**config.mk**
```make
export PLATFORM = sky130hd
export DESIGN_NAME = comment_skipping_tokenizer_unit
export DESIGN_NICKNAME = d
export VERILOG_FILES = /design/src/rtl/cst_pkg.sv /design/src/rtl/cst_front.sv /design/src/rtl/cst_queue.sv /design/src/rtl/cst_back.sv /design/src/rtl/comment_skipping_tokenizer_unit.sv
export SDC_FILE = /design/constraint.sdc
export NUM_CORES = 1
export LEC_CHECK = 0
export BUFFER_PORTS_ARGS = -buffer_cell sky130_fd_sc_hd__buf_2
export CAP_MARGIN = 10
export CORE_MARGIN = 3
export CORE_UTILIZATION = 30
export CTS_CLUSTER_SIZE = 30
export DETAILED_ROUTE_END_ITERATION = 6
export HOLD_SLACK_MARGIN = 0.02
export PLACE_DENSITY = 0.46
export SYNTH_ARGS = -nofsm -noshare
export SYNTH_HDL_FRONTEND = slang
export SYNTH_SLANG_ARGS = --single-unit
```
**constraint.sdc**
```tcl
create_clock -name clock -period 17.7 [get_ports clock]
set_clock_uncertainty 0.1 [all_clocks]
set_input_delay 3.54 -clock clock [delete_from_list [all_inputs] [get_ports clock]]
set_output_delay 3.54 -clock clock [all_outputs]
set_load 0.01 [all_outputs]
```
**src/rtl/cst_pkg.sv**
```systemverilog
// Shared types, character codes and the byte classification function of the tokenizer.
package cst_pkg;

   localparam int MAX_SET_CHARS = 8;
   localparam int SET_WIDTH     = 64;
   localparam int COUNT_WIDTH   = 4;
   localparam int MAX_RESULTS   = 4;
   localparam int RESULT_CNT_W  = $clog2(MAX_RESULTS + 1);
   localparam int RESULT_IDX_W  = $clog2(MAX_RESULTS);
   localparam int QUEUE_DEPTH   = 4;
   localparam int QUEUE_PTR_W   = $clog2(QUEUE_DEPTH);
   localparam int QUEUE_CNT_W   = $clog2(QUEUE_DEPTH + 1);

   localparam logic [7:0] CHAR_SLASH   = 8'h2F;
   localparam logic [7:0] CHAR_STAR    = 8'h2A;
   localparam logic [7:0] CHAR_NEWLINE = 8'h0A;

   localparam logic [1:0] CSR_SEP_CHARS = 2'd0;
   localparam logic [1:0] CSR_SEP_COUNT = 2'd1;
   localparam logic [1:0] CSR_DEL_CHARS = 2'd2;
   localparam logic [1:0] CSR_DEL_COUNT = 2'd3;

   typedef enum logic [5:0] {
      MODE_NORMAL = 6'b000001,
      MODE_SLASH  = 6'b000010,
      MODE_LINE   = 6'b000100,
      MODE_BLOCK  = 6'b001000,
      MODE_STAR   = 6'b010000,
      MODE_AFTER  = 6'b100000
   } scan_mode_type;

   // Outcome of classifying one byte: up to two token bytes and the new held byte.
   // The second token byte is always a one-byte delimiter token, so it always ends.
   typedef struct packed {
      logic       e0_valid;
      logic [7:0] e0_byte;
      logic       e0_end;
      logic       e1_valid;
      logic [7:0] e1_byte;
      logic       held_valid;
      logic [7:0] held_byte;
   } cls_type;

   // The token bytes caused by one input byte, in order.
   typedef struct packed {
      logic [RESULT_CNT_W-1:0]   count;
      logic [MAX_RESULTS-1:0][7:0] bytes;
      logic [MAX_RESULTS-1:0]    ends;
   } bundle_type;

   function automatic cls_type classify_f(
      input logic       en,
      input logic       held_valid,
      input logic [7:0] held_byte,
      input logic [7:0] c,
      input logic       is_sep,
      input logic       is_delim
   );
      cls_type r;
      r.e0_valid   = 1'b0;
      r.e0_byte    = held_byte;
      r.e0_end     = 1'b1;
      r.e1_valid   = 1'b0;
      r.e1_byte    = c;
      r.held_valid = held_valid;
      r.held_byte  = held_byte;
      if (en) begin
         if (is_sep) begin
            r.e0_valid   = held_valid;
            r.held_valid = 1'b0;
         end else if (is_delim) begin
            r.e0_valid   = held_valid;
            r.e1_valid   = 1'b1;
            r.held_valid = 1'b0;
         end else begin
            r.e0_valid   = held_valid;
            r.e0_end     = 1'b0;
            r.held_valid = 1'b1;
            r.held_byte  = c;
         end
      end
      return r;
   endfunction

endpackage

```
**src/rtl/cst_front.sv**
```systemverilog
// Front end: configuration registers, comment scanner and per-byte token byte bundles.
module cst_front import cst_pkg::*; (
   input  logic                   clock,
   input  logic                   reset,
   input  logic                   csr_we,
   input  logic [1:0]             csr_index,
   input  logic [SET_WIDTH-1:0]   csr_wdata,
   input  logic                   in_valid,
   output logic                   in_ready,
   input  logic [7:0]             in_byte,
   input  logic                   in_last,
   input  logic                   queue_full,
   output logic                   push_valid,
   output bundle_type             push_data
);

   logic [SET_WIDTH-1:0]   sep_chars_ff, sep_chars_in;
   logic [COUNT_WIDTH-1:0] sep_count_ff, sep_count_in;
   logic [SET_WIDTH-1:0]   del_chars_ff, del_chars_in;
   logic [COUNT_WIDTH-1:0] del_count_ff, del_count_in;

   scan_mode_type mode_ff, mode_in, mode_mid;
   logic          held_valid_ff, held_valid_in;
   logic [7:0]    held_byte_ff, held_byte_in;

   logic       accept;
   logic       sep_c, del_c, sep_s, del_s;
   logic       en1, en2, s1, d1;
   logic [7:0] b1;
   cls_type    r1, r2, r3, r4;

   logic [2*MAX_RESULTS-1:0]       slot_v;
   logic [2*MAX_RESULTS-1:0][7:0]  slot_b;
   logic [2*MAX_RESULTS-1:0]       slot_e;
   logic [RESULT_CNT_W-1:0]        n;

   function automatic logic in_set(
      input logic [SET_WIDTH-1:0]   chars,
      input logic [COUNT_WIDTH-1:0] cnt,
      input logic [7:0]             c
   );
      logic hit;
      hit = 1'b0;
      for (int k = 0; k < MAX_SET_CHARS; k++) begin
         if ((COUNT_WIDTH'(k) < cnt) && (chars[8*k +: 8] == c)) begin
            hit = 1'b1;
         end
      end
      return hit;
   endfunction

   assign in_ready = !queue_full;
   assign accept   = in_valid && in_ready;

   always_comb begin
      sep_chars_in = sep_chars_ff;
      sep_count_in = sep_count_ff;
      del_chars_in = del_chars_ff;
      del_count_in = del_count_ff;
      if (csr_we) begin
         case (csr_index)
            CSR_SEP_CHARS: sep_chars_in = csr_wdata;
            CSR_SEP_COUNT: sep_count_in = csr_wdata[COUNT_WIDTH-1:0];
            CSR_DEL_CHARS: del_chars_in = csr_wdata;
            CSR_DEL_COUNT: del_count_in = csr_wdata[COUNT_WIDTH-1:0];
            default: ;
         endcase
      end
   end

   always_comb begin
      // A byte found in both sets is treated as a separator.
      sep_c = in_set(sep_chars_ff, sep_count_ff, in_byte);
      del_c = in_set(del_chars_ff, del_count_ff, in_byte);
      sep_s = in_set(sep_chars_ff, sep_count_ff, CHAR_SLASH);
      del_s = in_set(del_chars_ff, del_count_ff, CHAR_SLASH);

      en1      = 1'b0;
      en2      = 1'b0;
      b1       = in_byte;
      s1       = sep_c;
      d1       = del_c;
      mode_mid = mode_ff;

      case (mode_ff)
         MODE_SLASH: begin
            if (in_byte == CHAR_SLASH) begin
               mode_mid = MODE_LINE;
            end else if (in_byte == CHAR_STAR) begin
               mode_mid = MODE_BLOCK;
            end else begin
               // The held slash was a plain byte after all.
               mode_mid = MODE_NORMAL;
               en1      = 1'b1;
               b1       = CHAR_SLASH;
               s1       = sep_s;
               d1       = del_s;
               en2      = 1'b1;
            end
         end
         MODE_LINE: begin
            if (in_byte == CHAR_NEWLINE) begin
               mode_mid = MODE_NORMAL;
               en1      = 1'b1;
            end
         end
         MODE_BLOCK: begin
            if (in_byte == CHAR_STAR) begin
               mode_mid = MODE_STAR;
            end
         end
         MODE_STAR: begin
            if (in_byte == CHAR_SLASH) begin
               mode_mid = MODE_AFTER;
            end else if (in_byte != CHAR_STAR) begin
               mode_mid = MODE_BLOCK;
            end
         end
         MODE_AFTER: begin
            mode_mid = MODE_NORMAL;
            en1      = 1'b1;
            // A delimiter that ends a pending token is looked at again with
            // comment detection, so a slash here can still open a comment.
            if (!sep_c && del_c && held_valid_ff) begin
               s1 = 1'b1;
               d1 = 1'b0;
               if (in_byte == CHAR_SLASH) begin
                  mode_mid = MODE_SLASH;
               end else begin
                  en2 = 1'b1;
               end
            end
         end
         default: begin
            if (in_byte == CHAR_SLASH) begin
               mode_mid = MODE_SLASH;
            end else begin
               mode_mid = MODE_NORMAL;
               en1      = 1'b1;
            end
         end
      endcase

      r1 = classify_f(en1, held_valid_ff, held_byte_ff, b1, s1, d1);
      r2 = classify_f(en2, r1.held_valid, r1.held_byte, in_byte, sep_c, del_c);
      // At the end of the stream a held slash is plain, then the pending token is flushed.
      r3 = classify_f(in_last && (mode_mid == MODE_SLASH), r2.held_valid, r2.held_byte,
                      CHAR_SLASH, sep_s, del_s);
      r4 = classify_f(in_last, r3.held_valid, r3.held_byte, in_byte, 1'b1, 1'b0);

      mode_in       = in_last ? MODE_NORMAL : mode_mid;
      held_valid_in = r4.held_valid;
      held_byte_in  = in_last ? 8'h00 : r4.held_byte;

      slot_v = {r4.e1_valid, r4.e0_valid, r3.e1_valid, r3.e0_valid,
                r2.e1_valid, r2.e0_valid, r1.e1_valid, r1.e0_valid};
      slot_b = {r4.e1_byte, r4.e0_byte, r3.e1_byte, r3.e0_byte,
                r2.e1_byte, r2.e0_byte, r1.e1_byte, r1.e0_byte};
      slot_e = {1'b1, r4.e0_end, 1'b1, r3.e0_end,
                1'b1, r2.e0_end, 1'b1, r1.e0_end};

      push_data = '0;
      n         = '0;
      for (int i = 0; i < 2*MAX_RESULTS; i++) begin
         if (slot_v[i] && (n < RESULT_CNT_W'(MAX_RESULTS))) begin
            push_data.bytes[n[RESULT_IDX_W-1:0]] = slot_b[i];
            push_data.ends[n[RESULT_IDX_W-1:0]]  = slot_e[i];
            n = n + RESULT_CNT_W'(1);
         end
      end
      push_data.count = n;
      push_valid      = accept && (n != '0);
   end

   always_ff @(posedge clock) begin
      if (reset) begin
         sep_chars_ff  <= '0;
         sep_count_ff  <= '0;
         del_chars_ff  <= '0;
         del_count_ff  <= '0;
         mode_ff       <= MODE_NORMAL;
         held_valid_ff <= 1'b0;
         held_byte_ff  <= 8'h00;
      end else begin
         sep_chars_ff <= sep_chars_in;
         sep_count_ff <= sep_count_in;
         del_chars_ff <= del_chars_in;
         del_count_ff <= del_count_in;
         if (accept) begin
            mode_ff       <= mode_in;
            held_valid_ff <= held_valid_in;
            held_byte_ff  <= held_byte_in;
         end
      end
   end

endmodule

```
**src/rtl/cst_queue.sv**
```systemverilog
// Small register queue of token byte bundles between the front and back ends.
module cst_queue import cst_pkg::*; (
   input  logic       clock,
   input  logic       reset,
   input  logic       push,
   input  bundle_type push_data,
   output logic       full,
   input  logic       pop,
   output logic       empty,
   output bundle_type head
);

   bundle_type             entry_ff [QUEUE_DEPTH];
   logic [QUEUE_PTR_W-1:0] wr_ptr_ff, wr_ptr_in;
   logic [QUEUE_PTR_W-1:0] rd_ptr_ff, rd_ptr_in;
   logic [QUEUE_CNT_W-1:0] count_ff, count_in;
   logic                   do_push, do_pop;

   assign full    = (count_ff == QUEUE_CNT_W'(QUEUE_DEPTH));
   assign empty   = (count_ff == '0);
   assign head    = entry_ff[rd_ptr_ff];
   assign do_push = push && !full;
   assign do_pop  = pop && !empty;

   always_comb begin
      wr_ptr_in = wr_ptr_ff;
      rd_ptr_in = rd_ptr_ff;
      count_in  = count_ff;
      if (do_push) begin
         wr_ptr_in = (wr_ptr_ff == QUEUE_PTR_W'(QUEUE_DEPTH - 1)) ? '0
                                                                  : wr_ptr_ff + 1'b1;
      end
      if (do_pop) begin
         rd_ptr_in = (rd_ptr_ff == QUEUE_PTR_W'(QUEUE_DEPTH - 1)) ? '0
                                                                  : rd_ptr_ff + 1'b1;
      end
      if (do_push && !do_pop) begin
         count_in = count_ff + 1'b1;
      end else if (do_pop && !do_push) begin
         count_in = count_ff - 1'b1;
      end
   end

   always_ff @(posedge clock) begin
      if (reset) begin
         wr_ptr_ff <= '0;
         rd_ptr_ff <= '0;
         count_ff  <= '0;
      end else begin
         wr_ptr_ff <= wr_ptr_in;
         rd_ptr_ff <= rd_ptr_in;
         count_ff  <= count_in;
      end
   end

   always_ff @(posedge clock) begin
      if (do_push) begin
         entry_ff[wr_ptr_ff] <= push_data;
      end
   end

endmodule

```
**src/rtl/cst_back.sv**
```systemverilog
// Back end: unpacks each bundle into single token bytes behind an output register.
module cst_back import cst_pkg::*; (
   input  logic       clock,
   input  logic       reset,
   input  logic       empty,
   input  bundle_type head,
   output logic       pop,
   output logic       rsp_tvalid,
   input  logic       rsp_tready,
   output logic [7:0] rsp_tdata,
   output logic       rsp_tlast,
   output logic       rsp_tuser
);

   logic [RESULT_IDX_W-1:0] idx_ff, idx_in;
   logic                    valid_ff, valid_in;
   logic [7:0]              byte_ff;
   logic                    end_ff;
   logic                    run_last_ff;
   logic                    load, item_last;

   assign load      = !empty && (!valid_ff || rsp_tready);
   assign item_last = ({1'b0, idx_ff} + RESULT_CNT_W'(1)) == head.count;
   assign pop       = load && item_last;

   always_comb begin
      idx_in   = idx_ff;
      valid_in = valid_ff;
      if (load) begin
         valid_in = 1'b1;
         idx_in   = item_last ? '0 : idx_ff + 1'b1;
      end else if (rsp_tready) begin
         valid_in = 1'b0;
      end
   end

   always_ff @(posedge clock) begin
      if (reset) begin
         idx_ff   <= '0;
         valid_ff <= 1'b0;
      end else begin
         idx_ff   <= idx_in;
         valid_ff <= valid_in;
      end
   end

   always_ff @(posedge clock) begin
      if (load) begin
         byte_ff     <= head.bytes[idx_ff];
         end_ff      <= head.ends[idx_ff];
         run_last_ff <= item_last;
      end
   end

   assign rsp_tvalid = valid_ff;
   assign rsp_tdata  = byte_ff;
   assign rsp_tlast  = end_ff;
   assign rsp_tuser  = run_last_ff;

endmodule

```
**src/rtl/comment_skipping_tokenizer_unit.sv**
```systemverilog
// Top level of the comment-skipping byte tokenizer.
//
//  channel  direction  handshake               payload
//  req      in         req_tvalid/req_tready   tdata text_byte, tlast stream_last
//  rsp      out        rsp_tvalid/rsp_tready   tdata token_byte, tlast token_end,
//                                              tuser run_last
//  csr      in         csr_we                  csr_index, csr_wdata
//
// One input byte is taken per cycle while the four-entry bundle queue has room.
// The back end sends one token byte per cycle while a bundle waits and rsp_tready
// is high, so a byte that causes k token bytes occupies the output for k transfers;
// the output port sets the sustained rate. The first token byte of an input byte is
// registered in the queue and then in the output register before rsp_tvalid rises.
// Reset is synchronous and clears the scanner state, queue and configuration.
// Output stalls fill the queue and then drop req_tready; input bubbles only empty it.
module comment_skipping_tokenizer_unit import cst_pkg::*; (
   input  logic                 clock,
   input  logic                 reset,
   input  logic                 csr_we,
   input  logic [1:0]           csr_index,
   input  logic [SET_WIDTH-1:0] csr_wdata,
   input  logic                 req_tvalid,
   output logic                 req_tready,
   input  logic [7:0]           req_tdata,   // text_byte
   input  logic                 req_tlast,
   output logic                 rsp_tvalid,
   input  logic                 rsp_tready,
   output logic [7:0]           rsp_tdata,   // token_byte
   output logic                 rsp_tlast,
   output logic                 rsp_tuser    // run_last
);

   logic       push, pop, full, empty;
   bundle_type push_data, head;

   cst_front u_front (
      .clock      (clock),
      .reset      (reset),
      .csr_we     (csr_we),
      .csr_index  (csr_index),
      .csr_wdata  (csr_wdata),
      .in_valid   (req_tvalid),
      .in_ready   (req_tready),
      .in_byte    (req_tdata),
      .in_last    (req_tlast),
      .queue_full (full),
      .push_valid (push),
      .push_data  (push_data)
   );

   cst_queue u_queue (
      .clock     (clock),
      .reset     (reset),
      .push      (push),
      .push_data (push_data),
      .full      (full),
      .pop       (pop),
      .empty     (empty),
      .head      (head)
   );

   cst_back u_back (
      .clock      (clock),
      .reset      (reset),
      .empty      (empty),
      .head       (head),
      .pop        (pop),
      .rsp_tvalid (rsp_tvalid),
      .rsp_tready (rsp_tready),
      .rsp_tdata  (rsp_tdata),
      .rsp_tlast  (rsp_tlast),
      .rsp_tuser  (rsp_tuser)
   );

endmodule
```
==> results of run 1 <==
-- flip-flops by register name, indices dropped and copies added, names as in the netlist, named ones only --
register               flops
u_back.rsp_tuser           1
u_queue.wr_ptr_ff          2
u_back.rsp_tlast           1
u_front.sep_chars_ff      64
u_front.del_count_ff       4
u_front.held_byte_ff       8
u_front.held_valid_ff      1
u_queue.rd_ptr_ff          2
u_front.del_chars_ff      64
u_back.rsp_tdata           8
u_queue.entry_ff         156
u_back.rsp_tvalid          1
u_back.idx_ff              2
u_queue.count_ff           3
u_front.sep_count_ff       4
u_front.mode_ff            6
-- power groups by stage --
stage,clock network (mW),registers [mW],logic [mW]
3_3_place_gp,0,0.915,0.322
5_1_grt,0.810,0.905,0.350
4_1_cts,0.778,0.900,0.326
2_1_floorplan,0,0.912,0.216
6_report,0.755,0.899,0.317
3_5_place_dp,0,0.915,0.325
-- final cells by class --
type	count	area [sq um]
clock buffer	54	1050
clock inverter	17	151
fill	5399	34500
inverter	19	73.8
multi-input combinational	1103	7390
sequential	329	8250
tap	688	861
timing repair buffer	105	563
-- cells by family after synthesis --
group	Yosys count
AND/OR/NAND/NOR	587
flip-flops	329
AO/OA/AOI/OAI	297
XOR/XNOR	140
buffers and inverters	114
multiplexers	63
adder cells (fa/ha/maj)	16
-- final timing paths --
path | startpoint | endpoint | slack [ns] | depth (start not counted)
setup reg to reg | u_front.del_chars_ff[4]$_SDFFE_PP0P_ | u_queue.count_ff[2]$_SDFFE_PP0P_ | 11.13 | 25
hold reg to reg | u_back.rsp_tvalid$_SDFFE_PP0P_ | u_back.rsp_tvalid$_SDFFE_PP0P_ | 0.37 | 2
hold / removal | u_back.rsp_tvalid$_SDFFE_PP0P_ | u_back.rsp_tvalid$_SDFFE_PP0P_ | 0.37 | 2
setup / recovery | req_tdata[1] | u_queue.count_ff[2]$_SDFFE_PP0P_ | 7.98 | 25
-- layout by cell type (no fill, tap or decap), drive strengths merged, types with 14 or more instances in the layout --
cell	n
nand2	309
edfxtp	166
dfxtp	163
a21oi	161
buf	105
xnor2	83
nor2	82
xor2	57
clkbuf	54
mux4	48
o21ai	33
nand4	30
nand3	26
nor3	25
inv	22
nor4	21
ha	15
and3	15
o22ai	14
-- per-stage QoR --
| stage | hold slack (ns) | area, sq um |
|---|---|---|
| floorplan | 0.356 | 16100 |
| global placement | 0.352 | 17100 |
| detailed placement | 0.363 | 17100 |
| CTS | 0.370 | 18300 |
| global route | 0.389 | 18300 |
| finish | 0.365 | 18300 |
-- layer usage --
layer,part of all wire (%),vias up
li1,-,5715
met1,47,5924
met2,47,262
met3,3.8,79
met4,2.5,0
met5,0,-
-- worst min-delay path, cell delays in order (launching register included) --
cell	delay, ns
dfxtp_1	0.32
nand2_1	0.05
a21oi_1	0.05
==> results.toml, run 1 <==
[synth]
yosysTopAreaCell = "edfxtp_1"
syn_area_per_cell_sq_um = 10.4
yosys_warnings = 0
synth_top_family_by_area = "simple AND/OR/NAND/NOR gates"
synthAdderAreaFrac_pct = 1.29
yosysMostFrequentCell = "nand2_1"
synthSimpleGateAreaFrac_pct = 17.4
synth-xor-area-share_pct = 7.71
yosysTopAreaCellShare_pct = 30.9
syn-num-nets = 1642
muxShareOfSynthArea_pct = 7.75
synthDistinctLibCells = 93
yosysSeqAreaShare_pct = 51.1
synth_ff_type = "edfxtp_1"
synth_common_cells = "308 x nand2_1, 166 x edfxtp_1, 163 x dfxtp_1"
syn_area_sq_um = 16100
postSynthCellCount = 1546
synth_edf_count = 166
synthArstFlopShare_pct = 0
synth_compound_area_share_pct = 11.5
ys_ff_latch = 329
synthTopCellsByArea = "edfxtp_1 31%, dfxtp_1 20%, nand2_1 7.2%"

[timing]
tns_ns = 0
fin_ws_ns = 7.98
worstMarginPinSlew_ns = 1.18
min_period_ns = 9.72
grt_setup_unrepaired = "no"
drv_slew = 0
maxSlewHeadroom_pct = 21.2
hold_viol_final = 0
fmax_mhz = 103
setup_viol = 0
finalCritPeriodShare_pct = 54.9

[global_routing]
grt_start_max_net_pins = 108
overflow = 0
grt_pass1_wl_microns = 72300
grt_use_total_pct = 16.4
grt_busiest_layer = "met2"
grt_pass1_vias = 12000
use_met1_pct = 22.7
grt_util_met3_pct = 2.59
met2_usage_pct = 26.8
antenna_found_initial = 0

[floorplanning]
dieWidth_microns = 238
io_pins = 92
coreArea_sq_um = 52900
dieArea_sq_um = 56600
fp-row-count = 84
initial_core_util_pct = 30.5
fp.dieH_microns = 238

[critical_path]
slowest_delay_ns = 0.61
arrival_ns = 10.09
worst_ep_required_time_ns = 18.08
crit_fanout = 22
critPathBufInv = 2
cpLargestDelayFamily = "simple AND/OR/NAND/NOR gates"
cpMostUsedCell = "ha_1"
slowest_stage = "and4b_1"
crit_path_end_kind = "flop"
critPathKind = "input pin to flop"
cp-start-kind = "input pin"

[clock_tree]
cts_hold_buf = 0
htree_levels = 2
post_cts_resized = 0
clockRootBuffer = "clkbuf_16"
cts_setup_buffers = 0
cts_made_buffers = 39
clk_latency_ns = 0.56
cts_tree = "built"
clk_pin_slew_ns = 0.05
cts_sinks = 329
cts_buffer_depth = 3

[drt]
route.detailed.drc = 0
drtPass1Iterations = 5
drtIter0Drc = 738
drt-vias-per-instance = 5.17
dr_total_vias = 12000
totalWireLength_microns = 46600
detail-route-antenna-nets = 0
drt-wirelength-per-cell_microns = 20.1

[cells_and_area]
area_delta_synth_final_pct = 13.7
fin_util_pct = 34.7
drive_gt1_share_pct = 15.5
diodes = 0
stdcell_count = 2315
num-nets-final = 1693

[placed_design]
dp_hpwl_microns = 31400
gp_congestion = 0.901
port_buffers = 91
pre_cts_ws_ns = 7.46
dp_cells = 2244

[power]
pwr-share-seq_pct = 45.6
p_total_mw = 1.97
power_density_nw_per_um2 = 107
switching_share_pct = 27.2
cellLeakagePower_nw = 6.27
p_comb_share_pct = 16.1
p_switching_mw = 0.536
power_frac_clock_pct = 38.3
vdd_drop_max_uv = 55.8
internal_power_mw = 1.44

[status]
outcome = "finished clean"

[run]
drv_cap = 0

[hold_path]
worstHoldPathType = "flop to flop"
Note: power is estimated with default switching activity, not from simulation.
==> run 2: changes to the inputs <==
- PLACE_DENSITY: 0.46 -> 0.48
- clock period: 17.7 -> 8.2 ns (I/O delays scaled with it)
==> results.toml, run 2 (same netlist as run 1, synthesis figures left out) <==
[hold_path]
worstHoldPathType = "flop to flop"
holdPathEnd = "u_back.rsp_tvalid$_SDFFE_PP0P_"
hold_start = "u_back.rsp_tvalid$_SDFFE_PP0P_"
min_path_cells = 2

[clock_tree]
post_cts_resized = 0
clk_latency_ns = 0.55
cts_hold_buf = 0
cts_made_buffers = 39
cts_tree = "built"
htree_levels = 2
cts_sinks = 329
clockRootBuffer = "clkbuf_16"
cts_setup_buffers = 0
clk_pin_slew_ns = 0.06
cts_buffer_depth = 3

[drt]
drt-wirelength-per-cell_microns = 19.8
drtPass1Iterations = 5
dr_total_vias = 12000
drt-vias-per-instance = 5.16
drtIter0Drc = 725
totalWireLength_microns = 46000
detail-route-antenna-nets = 0
route.detailed.drc = 0

[cells_and_area]
reg_top3 = "u_queue.entry_ff x156, u_front.del_chars_ff x64, u_front.sep_chars_ff x64"
layout_commonest_cell = "nand2_1"
drive_gt1_share_pct = 16.4
final_cell_mix = "308 x nand2_1, 166 x edfxtp_1, 161 x dfxtp_1, 159 x a21oi_1, 90 x buf_2"
fillers = 5351
regArea_sq_um = 8250
largest_reg_flops = 156
multi_input_area_sq_um = 7380
num-nets-final = 1712
diodes = 0
post-route-cell-area_sq_um = 18500
top_register = "u_queue.entry_ff"
area_delta_synth_final_pct = 14.8

[timing]
tns_ns = 0
finalCritPeriodShare_pct = 88.2
fin_ws_ns = 0.970
drv_slew = 0
worstMarginPinSlew_ns = 1.10
holdWs_ns = 0.376
setup_viol = 0
fmax_mhz = 138
grt_setup_unrepaired = "no"
hold_viol_final = 0
maxSlewHeadroom_pct = 26.6
min_period_ns = 7.23

[critical_path]
crit_fanout = 23
r2r-end = "u_queue.count_ff[2]$_SDFFE_PP0P_"
arrival_ns = 7.60
slowest_delay_ns = 0.59
cpMostUsedCell = "ha_1"
worst_ep_required_time_ns = 8.57
critPathKind = "input pin to flop"
crit_path_end_kind = "flop"
slowest_stage = "buf_2"
worst_r2r_path_depth = 25
cp-start-kind = "input pin"
reg2reg_from = "u_front.sep_count_ff[3]$_SDFFE_PP0P_"
r2r_setup_slack_ns = 1.96
cpLargestDelayFamily = "simple AND/OR/NAND/NOR gates"
critPathBufInv = 2

[placed_design]
gp_congestion = 0.845
port_buffers = 91
pre_cts_ws_ns = 0.453
postPlaceCellArea_sq_um = 17300
dp_hpwl_microns = 32200

[floorplanning]
fp-row-count = 84
dieArea_sq_um = 56600
fp.dieH_microns = 238
dieWidth_microns = 238
initial_core_util_pct = 30.5
io_pins = 92
coreArea_sq_um = 52900

[power]
power_density_nw_per_um2 = 231
vdd_drop_max_uv = 127
cellLeakagePower_nw = 6.37

[run]
drv_cap = 0

[global_routing]
grt_pass1_wl_microns = 71700
grt_start_max_net_pins = 65
grt_pass1_vias = 11900
antenna_found_initial = 1
grt_use_total_pct = 16.2
overflow = 0

[status]
outcome = "finished clean"
run 2: changes by cell type in the layout (fill, tap and decap cells not counted), sizes merged:
cell	delta
clkbuf	+4
buf	+19
inv	-2
clkinv	-6
run 2: area by class of cell:
type / instances / share of cell area (%)
Multi-Input combinational cell: 1103 / 39.8
Clock buffer: 58 / 6.04
Timing Repair Buffer: 124 / 4.08
Clock inverter: 9 / 0.466
Inverter: 19 / 0.398
Sequential cell: 329 / 44.5
Tap cell: 688 / 4.65
run 2: layer usage:
layer,track usage (%),up-vias,wire (microns)
met1,21.6,5908,21000
met5,0,-,13
met2,27.0,313,21900
met3,2.75,66,2150
li1,-,5742,-
met4,4.63,2,988
run 2: worst reg2reg max path: cells and delay by family (launching register included):
family	cells	cell delay, ns
flip-flops	1	0.57
buffers and inverters	1	0.06
adder cells (fa/ha/maj)	5	1.48
XOR/XNOR	2	0.45
AND/OR/NAND/NOR	13	2.50
AO/OA/AOI/OAI	4	1.01
run 2: power by group:
part           leakage [nW]  internal (mW)  switching, mW
registers              2.86           1.87         0.0715
logic                  2.92          0.291          0.389
clock network         0.590          0.976          0.670
total                  6.37           3.14           1.13
run 2: stage by stage:
stage | instances | total power [mW] | util, %
3_3_place_gp | 2263 | 2.67 | 32.8
3_5_place_dp | 2263 | 2.68 | 32.8
4_1_cts | 2330 | 4.34 | 35.0
6_report | 2330 | 4.27 | 35.0
2_1_floorplan | 1546 | 2.44 | -
5_1_grt | 2330 | 4.48 | 35.0
run 2: how the worst max path moves through the flow:
stage                                  endpoint  slack, ns  cells past startpoint         start
2_1_floorplan  u_queue.entry_ff[0][0]$_DFFE_PP_       1.05                     22  req_tdata[4]
3_3_place_gp   u_queue.count_ff[2]$_SDFFE_PP0P_       0.54                     27  req_tdata[2]
3_5_place_dp   u_queue.count_ff[2]$_SDFFE_PP0P_       0.45                     27  req_tdata[2]
4_1_cts        u_queue.count_ff[2]$_SDFFE_PP0P_       1.03                     26  req_tdata[2]
5_1_grt        u_queue.count_ff[2]$_SDFFE_PP0P_       0.40                     26  req_tdata[2]
6_report       u_queue.count_ff[2]$_SDFFE_PP0P_       0.97                     26  req_tdata[2]
==> run 3: changes to the inputs <==
- GPL_TIMING_DRIVEN: default -> 0
==> results.toml, run 3 (same netlist as run 1, synthesis figures left out) <==
[power]
p_comb_share_pct = 16.7
power_frac_clock_pct = 39.2
power_density_nw_per_um2 = 233
pwr-share-seq_pct = 44.1
internal_power_mw = 3.19
p_switching_mw = 1.19
vdd_drop_max_uv = 164
cellLeakagePower_nw = 6.43
switching_share_pct = 27.2

[critical_path]
cp-start-kind = "input pin"
cpMostUsedCell = "ha_1"
crit_fanout = 10
slowest_stage = "nor4_2"
arrival_ns = 7.94
worst_ep_required_time_ns = 8.58
crit_path_end_kind = "flop"
critPathKind = "input pin to flop"
slowest_delay_ns = 0.53

[timing]
maxSlewHeadroom_pct = 17.9
finalCritPeriodShare_pct = 92.2
worstMarginPinSlew_ns = 1.23
grt_setup_unrepaired = "no"
hold_viol_final = 0
setup_viol = 0
holdWs_ns = 0.380
fmax_mhz = 132
tns_ns = 0
drv_slew = 0
min_period_ns = 7.56
fin_ws_ns = 0.643

[floorplanning]
coreArea_sq_um = 52900
fp.dieH_microns = 238
io_pins = 92
fp-row-count = 84
initial_core_util_pct = 30.5
dieWidth_microns = 238
dieArea_sq_um = 56600

[clock_tree]
clk_latency_ns = 0.56
cts_setup_buffers = 0
cts_made_buffers = 39
cts_buffer_depth = 3
htree_levels = 2
clockRootBuffer = "clkbuf_16"
cts_sinks = 329
post_cts_resized = 0
cts_hold_buf = 0
clk_pin_slew_ns = 0.06
cts_tree = "built"

[cells_and_area]
largest_reg_flops = 156
area_delta_synth_final_pct = 16.5
top_register = "u_queue.entry_ff"
num-nets-final = 1773
fin_util_pct = 35.6
layout_commonest_cell = "nand2_1"
drive_gt1_share_pct = 15.3
regArea_sq_um = 8250
multi_input_area_sq_um = 7370
reg_top3 = "u_queue.entry_ff x156, u_front.del_chars_ff x64, u_front.sep_chars_ff x64"
fillers = 5339
stdcell_count = 2395
final_cell_mix = "308 x nand2_1, 166 x edfxtp_1, 163 x dfxtp_1, 159 x a21oi_1, 93 x buf_2"

[drt]
route.detailed.drc = 0
totalWireLength_microns = 49800
dr_total_vias = 12400
detail-route-antenna-nets = 0
drt-vias-per-instance = 5.17
drtIter0Drc = 778
drtPass1Iterations = 7
drt-wirelength-per-cell_microns = 20.8

[placed_design]
pre_cts_ws_ns = 0.00135
dp_cells = 2323
port_buffers = 85
dp_hpwl_microns = 36100
gp_congestion = 0.875

[global_routing]
grt_pass1_vias = 12300
grt_use_total_pct = 17.5
antenna_found_initial = 2
grt_start_max_net_pins = 31
grt_pass1_wl_microns = 75800
overflow = 0

[status]
outcome = "finished clean"

[hold_path]
worstHoldPathType = "flop to flop"

[run]
drv_cap = 0
==> run 3: changes by cell type in the layout (fill, tap and decap cells not counted), sizes merged <==
cell | previous run | this run
clkinvlp | 0 | 2
clkbuf | 58 | 111
diode | 0 | 1
bufinv | 1 | 3
buf | 124 | 128
clkinv | 7 | 10
==> run 3: critical path: cells and delay by family <==
kind	cells	cell delay, ns
AO/OA/AOI/OAI	4	0.88
XOR/XNOR	3	0.65
adder cells (fa/ha/maj)	5	1.45
buffers and inverters	6	1.12
AND/OR/NAND/NOR	11	2.19
==> run 3: routing by layer <==
metal  track usage, %  wire length (microns)  share of wire [%]
met4             5.48                   1340                2.7
met5                0                     11              0.022
met1             23.5                  22700                 46
met2             29.3                  23700                 48
met3             2.39                   1980                4.0
==> run 3: power groups by stage <==
stage	registers [mW]	logic [mW]	clock network, mW
global placement	1.97	0.728	0
global route	1.94	0.808	1.83
floorplan	1.97	0.467	0
finish	1.93	0.734	1.72
detailed placement	1.97	0.745	0
CTS	1.93	0.748	1.76
==> run 3: final cells by class <==
class / instances / share of cell area, %
inverter: 19 / 0.393
multi-input combinational: 1103 / 39.2
clock inverter: 16 / 1.04
buffer: 95 / 2.41
tap: 688 / 4.58
clock buffer: 54 / 5.70
timing repair buffer: 90 / 2.77
antenna: 1 / 0.0133
sequential: 329 / 43.9
==> run 3: metrics by stage <==
stage                     area (sq um)  total power [mW]
after global routing             18800              4.59
after detailed placement         17500              2.71
after floorplan                  16100              2.44
final                            18800              4.38
after global placement           17400              2.70
after CTS                        18800              4.44
==> run 3: final timing paths <==
kind                                         start                                     to  slack (ns)  depth (start not counted)
max reg2reg   u_front.del_count_ff[3]$_SDFFE_PP0P_       u_queue.count_ff[2]$_SDFFE_PP0P_        1.41                         27
min reg2reg  u_front.del_chars_ff[59]$_SDFFE_PP0P_  u_front.del_chars_ff[59]$_SDFFE_PP0P_        0.38                          2
max                                   req_tdata[1]       u_queue.count_ff[2]$_SDFFE_PP0P_        0.64                         29
min          u_front.del_chars_ff[59]$_SDFFE_PP0P_  u_front.del_chars_ff[59]$_SDFFE_PP0P_        0.38                          2
